## src/design/rmh_pkg.sv

```systemverilog
`default_nettype none
package rmh_pkg;

    localparam int VALUE_W    = 32;
    localparam int CAPACITY   = 1024;
    localparam int HEAP_DEPTH = CAPACITY / 2 + 1;
    localparam int ADDR_W     = $clog2(HEAP_DEPTH);
    localparam int CNT_W      = ADDR_W;
    localparam int TOTAL_W    = 11;
    localparam int MED_W      = VALUE_W + 1;

    typedef enum logic [3:0] {
        ST_IDLE,
        ST_DECIDE,
        ST_PUSH_INIT,
        ST_PUSH_RD,
        ST_PUSH_CMP,
        ST_REBAL,
        ST_POP_INIT,
        ST_POP_LAST,
        ST_POP_RDL,
        ST_POP_RDR,
        ST_POP_CMP,
        ST_MOVE,
        ST_DONE
    } state_t;

    typedef enum logic [3:0] {
        OP_NONE,
        OP_LOAD,
        OP_PUSH_INIT,
        OP_PUSH_RD,
        OP_PUSH_CMP,
        OP_POP_INIT,
        OP_POP_LAST,
        OP_POP_RDL,
        OP_POP_RDR,
        OP_POP_CMP,
        OP_MOVE,
        OP_OUT
    } op_t;

    // sel: 0 = lower (max) heap, 1 = upper (min) heap
    typedef struct packed {
        op_t  op;
        logic sel;
        logic dropped;
    } dp_cmd_t;

    typedef struct packed {
        logic full;
        logic go_lower;
        logic lo2up;
        logic up2lo;
        logic push_root;
        logic push_up;
        logic pop_leaf;
        logic pop_stay;
    } dp_stat_t;

endpackage
`default_nettype wire

```

## src/design/rmh_ctrl.sv

```systemverilog
`default_nettype none
module rmh_ctrl
    import rmh_pkg::*;
(
    input  wire logic     aclk,
    input  wire logic     aresetn,
    input  wire logic     s_valid,
    output logic          s_ready,
    output logic          m_valid,
    input  wire logic     m_ready,
    input  wire dp_stat_t stat,
    output dp_cmd_t       cmd
);

    state_t state_reg, state_next;
    logic   sel_reg, sel_next;
    logic   phase_reg, phase_next;   // 1 while pushing the moved top
    logic   drop_reg, drop_next;
    logic   m_valid_reg, m_valid_next;
    logic   out_free;

    assign out_free = !m_valid_reg || m_ready;

    // next state
    always_comb begin
        state_next = state_reg;
        sel_next   = sel_reg;
        phase_next = phase_reg;
        drop_next  = drop_reg;
        case (state_reg)
            ST_IDLE: if (s_valid) state_next = ST_DECIDE;
            ST_DECIDE: begin
                drop_next  = stat.full;
                sel_next   = !stat.go_lower;
                phase_next = 1'b0;
                state_next = stat.full ? ST_DONE : ST_PUSH_INIT;
            end
            ST_PUSH_INIT: state_next = ST_PUSH_RD;
            ST_PUSH_RD: begin
                if (stat.push_root) state_next = phase_reg ? ST_DONE : ST_REBAL;
                else                state_next = ST_PUSH_CMP;
            end
            ST_PUSH_CMP: begin
                if (stat.push_up) state_next = ST_PUSH_RD;
                else              state_next = phase_reg ? ST_DONE : ST_REBAL;
            end
            ST_REBAL: begin
                if (stat.lo2up) begin
                    sel_next   = 1'b0;
                    state_next = ST_POP_INIT;
                end else if (stat.up2lo) begin
                    sel_next   = 1'b1;
                    state_next = ST_POP_INIT;
                end else begin
                    state_next = ST_DONE;
                end
            end
            ST_POP_INIT: state_next = ST_POP_LAST;
            ST_POP_LAST: state_next = ST_POP_RDL;
            ST_POP_RDL:  state_next = stat.pop_leaf ? ST_MOVE : ST_POP_RDR;
            ST_POP_RDR:  state_next = ST_POP_CMP;
            ST_POP_CMP:  state_next = stat.pop_stay ? ST_MOVE : ST_POP_RDL;
            ST_MOVE: begin
                sel_next   = !sel_reg;
                phase_next = 1'b1;
                state_next = ST_PUSH_INIT;
            end
            ST_DONE: if (out_free) state_next = ST_IDLE;
            default: state_next = ST_IDLE;
        endcase
    end

    // outputs
    always_comb begin
        cmd.op       = OP_NONE;
        cmd.sel      = sel_reg;
        cmd.dropped  = drop_reg;
        s_ready      = 1'b0;
        m_valid_next = m_valid_reg && !m_ready;
        case (state_reg)
            ST_IDLE: begin
                s_ready = 1'b1;
                if (s_valid) cmd.op = OP_LOAD;
            end
            ST_PUSH_INIT: cmd.op = OP_PUSH_INIT;
            ST_PUSH_RD:   cmd.op = OP_PUSH_RD;
            ST_PUSH_CMP:  cmd.op = OP_PUSH_CMP;
            ST_POP_INIT:  cmd.op = OP_POP_INIT;
            ST_POP_LAST:  cmd.op = OP_POP_LAST;
            ST_POP_RDL:   cmd.op = OP_POP_RDL;
            ST_POP_RDR:   cmd.op = OP_POP_RDR;
            ST_POP_CMP:   cmd.op = OP_POP_CMP;
            ST_MOVE:      cmd.op = OP_MOVE;
            ST_DONE: begin
                if (out_free) begin
                    cmd.op       = OP_OUT;
                    m_valid_next = 1'b1;
                end
            end
            default: ;
        endcase
    end

    assign m_valid = m_valid_reg;

    always_ff @(posedge aclk) begin
        if (!aresetn) begin
            state_reg   <= ST_IDLE;
            sel_reg     <= 1'b0;
            phase_reg   <= 1'b0;
            drop_reg    <= 1'b0;
            m_valid_reg <= 1'b0;
        end else begin
            state_reg   <= state_next;
            sel_reg     <= sel_next;
            phase_reg   <= phase_next;
            drop_reg    <= drop_next;
            m_valid_reg <= m_valid_next;
        end
    end

endmodule
`default_nettype wire

```

## config.mk

```make
export PLATFORM = sky130hd
export DESIGN_NAME = rmh_ctrl
export DESIGN_NICKNAME = d
export VERILOG_FILES = /design/src/design/rmh_pkg.sv /design/src/design/rmh_ctrl.sv
export SDC_FILE = /design/constraint.sdc
export NUM_CORES = 1
export LEC_CHECK = 0
export BUFFER_PORTS_ARGS = -buffer_cell sky130_fd_sc_hd__buf_2
export CELL_PAD_IN_SITES_DETAIL_PLACEMENT = 0
export CELL_PAD_IN_SITES_GLOBAL_PLACEMENT = 2
export CORE_MARGIN = 2
export CORE_UTILIZATION = 25
export CTS_BUF_LIST = sky130_fd_sc_hd__clkbuf_4
export DETAILED_ROUTE_END_ITERATION = 8
export HOLD_SLACK_MARGIN = 0.06
export PLACE_DENSITY = 0.86
export SLEW_MARGIN = 20
export SYNTH_ARGS = -nofsm -noshare
export SYNTH_HDL_FRONTEND = slang
export SYNTH_SLANG_ARGS = --single-unit
```

## constraint.sdc

```tcl
create_clock -name aclk -period 1.3 [get_ports aclk]
set_input_delay 0.195 -clock aclk [delete_from_list [all_inputs] [get_ports aclk]]
set_output_delay 0.195 -clock aclk [all_outputs]
set_load 0.03 [all_outputs]
```

==> impl_metrics.env, run 1 <==
export IMPL_maxCapViolations=0
export IMPL_crit_fanout=6
export IMPL_required_ns=1.11
export IMPL_rows=18
export IMPL_fp_coreArea_sq_um=2522
export IMPL_ir_drop_mv=1.021
export IMPL_initial_core_util=0.2703
export IMPL_fp_dieW_um=56.23
export IMPL_synth_edff_count=0
export IMPL_tritoncts="yes"
export IMPL_first_iter_violations=30
export IMPL_holdPathStages=3
export IMPL_grt_busiest_layer="met2"
export IMPL_hold_slack_ns=0.1958
export IMPL_mostFrequentLayoutCell="buf_4"
export IMPL_layout_common_cells="buf_4 (20), buf_2 (14), buf_6 (13), nor2_1 (10), nand2_1 (7)"
export IMPL_slew_headroom=0.8143
export IMPL_die_height_um=56.23
export IMPL_routed_via_count=884
export IMPL_grt_overflow_total=0
export IMPL_met3_usage=0.02791
export IMPL_htreeDepth=1
export IMPL_cpPeakStageDelay_ns=0.37
export IMPL_grt_use_met1=0.2091
export IMPL_worstPathCellList="buf_6, nand2b_4, buf_6, o22ai_4, buf_6"
export IMPL_insertion_delay_ns=0.26
export IMPL_fill_cells=265
export IMPL_synth_top_area_frac=0.2349
export IMPL_period_minus_slack_ns=1.497
export IMPL_fin_tns_setup_ns=-0.8837
export IMPL_finalSetupViolCount=10
export IMPL_syn_to_final_growth_pct=78.72
export IMPL_postRouteAntennaNets=0
export IMPL_die_area_sq_um=3161
export IMPL_grt_pass1_vias=882
export IMPL_synth_area_leaders="dfxtp_1 (23%), nor2_1 (6.6%), o21ai_0 (5.9%)"
export IMPL_rrSetupSlack_ns=-0.06
export IMPL_synth_main_ff_cell="dfxtp_1"
export IMPL_antenna_found_initial=0
export IMPL_p_leak_nw=0.4893
export IMPL_worstRegToRegCells=6
export IMPL_fin_ws_ns=-0.1971
export IMPL_cts_buffer_depth=2
export IMPL_run_status="complete, but fails checks"
export IMPL_io_pins=20
export IMPL_rsz0062_at_grt="yes"
export IMPL_critPathLaunch="state_reg[2]"
export IMPL_cp_start_kind="flip-flop"
export IMPL_syn_num_nets=107
export IMPL_worstHoldEndpoint="sel_reg"
export IMPL_ctsRootBufferMaster="clkbuf_4"
export IMPL_clock_sinks=8
export IMPL_worst_setup_path_end_kind="output port"
export IMPL_met2_usage=0.2773
export IMPL_crit_top_cell="buf_6"
export IMPL_yosysWarnings=0
export IMPL_io_buffers=19
export IMPL_synth_area_leader_cell="dfxtp_1"
export IMPL_hp_start="aresetn"
export IMPL_power_total_mw=1.955
export IMPL_skew_ns=0.005108
export IMPL_drv_slew=0
export IMPL_synth_seq_cells=8
export IMPL_netlist_instances=95
export IMPL_post_dp_hpwl_um=1637
export IMPL_hold_violations=0
export IMPL_ys_types=38
export IMPL_insertedDiodeCount=0
export IMPL_synthArstFlopShare=0
export IMPL_hp_class="input pin to flip-flop"
export IMPL_ys_seq_area_frac=0.2349
export IMPL_rr_endpoint="state_reg[3]"
export IMPL_dp_cells=157
export IMPL_fin_cells=167
export IMPL_power_density_nw_per_um2=1604
export IMPL_grt_max_degree=11
export IMPL_vias_per_cell=5.293
export IMPL_nets=151
export IMPL_place_gp_congestion=0.8557
export IMPL_r2r_start="state_reg[2]"
export IMPL_largest_reg_flops=4
export IMPL_cp_arrival_ns=1.30
export IMPL_grt_pass1_wl_um=4043
export IMPL_period_share=1.152
export IMPL_wl_per_cell_um=14.07
export IMPL_netlist_area_sq_um=681.9
export IMPL_drtPass1Iterations=4
export IMPL_avgSynthCellArea_sq_um=7.178
export IMPL_routed_wirelength_um=2349
export IMPL_cts_buffers=3
export IMPL_track_usage=0.1621
export IMPL_pre_cts_ws_ns=-0.1690
export IMPL_path_class="flip-flop to output port"
export IMPL_drive_gt1_frac=0.6131
export IMPL_fmax_mhz=667.9
export IMPL_path_clk_slew_ns=0.06
export IMPL_tightest_slew_ns=0.2757
export IMPL_drc=0
export IMPL_cp_slowest_cell="dfxtp_4"
export IMPL_violations="setup timing"
==> cells in the mapped netlist, drive strengths merged, types with 2 or more instances <==
| cell | count |
|---|---|
| a41oi | 2 |
| o211ai | 2 |
| inv | 5 |
| dfxtp | 8 |
| or2 | 2 |
| buf | 8 |
| nor2 | 13 |
| mux2i | 2 |
| a21oi | 8 |
| nand2 | 8 |
| nand3 | 2 |
| nand2b | 3 |
| o21ai | 8 |
| nor2b | 4 |
| a221oi | 2 |
==> critical path, delay by kind of cell, from the launching register on <==
kind / cells / cell delay (ns)
and+or+nand+nor: 1 / 0.14
DFF: 1 / 0.37
buffers and inverters: 3 / 0.39
AOI/OAI and AO/OA: 1 / 0.15
==> layer usage <==
metal | up-vias | part of all wire | wire length (um)
met3 | 2 | 0.038 | 89
met5 | - | 0 | 0
met4 | 0 | 0.0051 | 12
met2 | 23 | 0.50 | 1169
li1 | 431 | - | -
met1 | 428 | 0.46 | 1077
==> power breakdown <==
| group | total, mW | internal, mW | switching [mW] |
|---|---|---|---|
| Sequential | 0.398 | 0.303 | 0.0946 |
| Combinational | 1.36 | 0.696 | 0.661 |
| Clock | 0.201 | 0.106 | 0.0943 |
| Total | 1.96 | 1.11 | 0.850 |
==> worst max-delay path by stage <==
stage	depth (start not counted)	end	slack, ns
global route	5	cmd[2]	-0.26
global placement	5	state_reg[1]	-0.14
CTS	5	cmd[4]	-0.22
finish	5	cmd[4]	-0.20
floorplan	5	cmd[2]	-0.12
detailed placement	5	state_reg[3]	-0.17
==> per-stage QoR <==
| stage | util | cell area [sq um] |
|---|---|---|
| after floorplan | - | 696.9 |
| after CTS | 0.4603 | 1161 |
| after global placement | 0.3725 | 939.7 |
| final | 0.4831 | 1219 |
| after detailed placement | 0.3725 | 939.7 |
| after global routing | 0.4831 | 1219 |
==> cell families after synthesis <==
group,Yosys count,share of synthesized area
and+or+nand+nor,40,0.3101
AOI/OAI and AO/OA,31,0.3175
buffers and inverters,14,0.1082
DFF,8,0.2349
muxes,2,0.02936
==> layout make-up <==
cell class	count	area [sq um]	area share
Clock buffer	3	22.52	0.01848
Inverter	5	18.77	0.01540
Multi-Input combinational cell	73	581.8	0.4774
Sequential cell	8	176.4	0.1448
Tap cell	30	37.54	0.03080
Timing Repair Buffer	48	381.6	0.3131
==> timing repair <==
item | 4_1_cts | 5_1_grt
resized for setup | 48 | 11
pin swaps | 10 | 6
gates cloned | 0 | 0
buffers inserted | 5 | 3
hold buffers | 0 | 0
endpoints found under the setup margin | 10 | 10
Note: power is estimated with default switching activity, not from simulation.
==> run 2, diff against run 1 <==
Settings changed: ABC_AREA set to 1, CORE_UTILIZATION 25 to 22, CTS_CLUSTER_DIAMETER set to 50, PLACE_DENSITY 0.86 to 0.85.
==> run 2 against run 1 <==
- the run still ends with setup timing left
- fmax shrank 2.6%
- final cell count grew 17%
- synthesized cell count grew 23%
- combinational power grew 46%
- die area grew 8.4%
- setup slack lost 0.040 ns
- global-route usage shrank 2.8 points
- clock skew shrank 0.0033 ns
- final area shrank 7.7%
- register-to-register slack gained 0.05 ns
- via count is the same
- sequential cell count is the same
- highest routed layer unchanged
==> impl_metrics.env, run 2 <==
export IMPL_run_status="complete, but fails checks"
export IMPL_violations="setup timing"
export IMPL_die_height_um=58.54
export IMPL_clock_sinks=8
export IMPL_nets=179
export IMPL_cts_buffer_depth=2
export IMPL_yosys_area_share_simple=0.5296
export IMPL_period_share=1.183
export IMPL_hold_violations=0
export IMPL_synth_area_leaders="dfxtp_1 (24%), nand2_1 (20%), nor2_1 (14%)"
export IMPL_ys_seq_area_frac=0.2447
export IMPL_netlist_instances=117
export IMPL_rows=19
export IMPL_dpl_instance_area_sq_um=992.2
export IMPL_power_density_nw_per_um2=2303
export IMPL_netlist_area_sq_um=654.4
export IMPL_tritoncts="yes"
export IMPL_fmax_mhz=650.4
export IMPL_postRouteAntennaNets=0
export IMPL_yosysWarnings=0
export IMPL_synth_seq_cells=8
export IMPL_routed_via_count=884
export IMPL_cp_start_kind="flip-flop"
export IMPL_required_ns=1.11
export IMPL_fp_coreArea_sq_um=2781
export IMPL_drtPass1Iterations=4
export IMPL_rr_endpoint="state_reg[1]"
export IMPL_drv_slew=0
export IMPL_cpPeakStageDelay_ns=0.33
export IMPL_first_iter_violations=30
export IMPL_hp_class="input pin to flip-flop"
export IMPL_post_dp_hpwl_um=1731
export IMPL_tightest_slew_ns=0.2488
export IMPL_layout_area_seq_sq_um=170.2
export IMPL_synth_top_family_by_area="simple AND/OR/NAND/NOR gates"
export IMPL_dp_cells=191
export IMPL_syn_to_final_growth_pct=71.89
export IMPL_path_clk_slew_ns=0.05
export IMPL_worstRegToRegCells=9
export IMPL_layout_common_cells="nand2_1 (29), buf_4 (27), nor2_1 (20), buf_2 (14), inv_1 (11)"
export IMPL_synth_xor_area_frac=0
export IMPL_fin_ws_ns=-0.2374
export IMPL_crit_fanout=4
export IMPL_htreeDepth=1
export IMPL_skew_ns=0.001780
export IMPL_track_usage=0.1345
export IMPL_die_area_sq_um=3427
export IMPL_hp_start="aresetn"
export IMPL_yosys_area_share_adder=0
export IMPL_period_minus_slack_ns=1.537
export IMPL_wl_per_cell_um=10.61
export IMPL_fill_cells=292
export IMPL_synth_area_leader_cell="dfxtp_1"
export IMPL_routed_wirelength_um=2079
export IMPL_cp_slowest_cell="dfxtp_2"
export IMPL_synth_commonest_cells="nand2_1 (35), nor2_1 (24), inv_1 (14), nand3_1 (10), dfxtp_1 (8)"
export IMPL_synth_compound_area_share=0.1109
export IMPL_io_buffers=19
export IMPL_power_total_mw=2.591
export IMPL_antenna_found_initial=0
export IMPL_maxCapViolations=0
export IMPL_syn_num_nets=129
export IMPL_slew_headroom=0.8335
export IMPL_grt_overflow_total=0
export IMPL_hold_slack_ns=0.1934
export IMPL_ctsRootBufferMaster="clkbuf_4"
export IMPL_grt_max_degree=7
export IMPL_ys_types=18
export IMPL_p_leak_nw=0.5871
export IMPL_grt_pass1_vias=866
export IMPL_ir_drop_mv=1.012
export IMPL_final_util=0.4044
export IMPL_synth_edff_count=0
export IMPL_multi_input_area_sq_um=490.5
export IMPL_worstPathCellList="buf_4, nand2_2, nor2_2, a21oi_2, o2111ai_2, buf_6"
export IMPL_r2r_start="state_reg[3]"
export IMPL_synthArstFlopShare=0
export IMPL_muxShareOfSynthArea=0
export IMPL_insertedDiodeCount=0
export IMPL_io_pins=20
export IMPL_largest_reg_flops=4
export IMPL_avgSynthCellArea_sq_um=5.593
export IMPL_initial_core_util=0.2353
export IMPL_synth_most_common_cell="nand2_1"
export IMPL_cp_arrival_ns=1.34
export IMPL_rrSetupSlack_ns=-0.01
export IMPL_critPathLaunch="state_reg[3]"
export IMPL_grt_pass1_wl_um=3636
export IMPL_cts_buffers=3
export IMPL_synth_top_area_frac=0.2447
export IMPL_synth_main_ff_cell="dfxtp_1"
export IMPL_path_class="flip-flop to output port"
export IMPL_fp_dieW_um=58.54
export IMPL_fin_cells=196
export IMPL_drive_gt1_frac=0.4909
export IMPL_finalSetupViolCount=6
export IMPL_crit_end="cmd[3]"
export IMPL_worst_setup_path_end_kind="output port"
export IMPL_rsz0062_at_grt="yes"
export IMPL_drc=0
export IMPL_place_gp_congestion=0.8865
export IMPL_insertion_delay_ns=0.25
export IMPL_mostFrequentLayoutCell="nand2_1"
export IMPL_finalInstanceArea_sq_um=1125
export IMPL_vias_per_cell=4.510
-- run 2: final cells by class --
cell class / instances / area share
Clock buffer: 3 / 0.02002
Inverter: 16 / 0.05562
Multi-Input combinational cell: 91 / 0.4360
Sequential cell: 8 / 0.1513
Tap cell: 31 / 0.03448
Timing Repair Buffer: 47 / 0.3026
-- run 2: logic make-up after synthesis --
| group | count (synthesis) |
|---|---|
| simple gates | 78 |
| flops | 8 |
| compound gates | 13 |
| buf+inv | 18 |
-- run 2: stage by stage --
step | TNS [ns] | setup slack (ns)
after floorplan | -0.2612 | -0.1262
after global placement | -0.1684 | -0.06373
after detailed placement | -0.2569 | -0.1327
after CTS | -0.8911 | -0.2184
after global routing | -1.449 | -0.2904
final | -0.8425 | -0.2374
-- run 2: how the worst min path moves through the flow --
| stage | to | slack, ns | depth (start not counted) |
|---|---|---|---|
| floorplan | state_reg[3] | 0.29 | 2 |
| global placement | drop_reg | 0.45 | 2 |
| detailed placement | state_reg[3] | 0.45 | 3 |
| CTS | state_reg[3] | 0.19 | 3 |
| global route | sel_reg | 0.20 | 3 |
| finish | state_reg[3] | 0.19 | 3 |
-- run 2: timing repair --
action,4_1_cts,5_1_grt
hold endpoints to repair,0,0
pin swaps,5,1
gates resized for setup,28,6
buffers inserted,1,1
hold buffers,0,0
setup endpoints to repair,5,9
-- run 2: where the power goes --
part	leakage, nW	internal [mW]	switching, mW
Clock	0.0138	0.105	0.0773
Sequential	0.0675	0.341	0.0900
Combinational	0.506	0.907	1.07
-- run 2: critical path, delay by kind of cell (launching register included) --
family / cells / cell delay, ns
flops: 1 / 0.33
simple gates: 2 / 0.12
compound gates: 2 / 0.33
buf+inv: 2 / 0.31
-- run 2: routing by layer --
metal | vias to the layer above | GRT usage | share of wire
li1 | 470 | - | -
met1 | 386 | 0.1855 | 0.47
met2 | 24 | 0.2199 | 0.47
met3 | 4 | 0.008791 | 0.045
met4 | 0 | 0.04983 | 0.013
met5 | - | 0 | 0
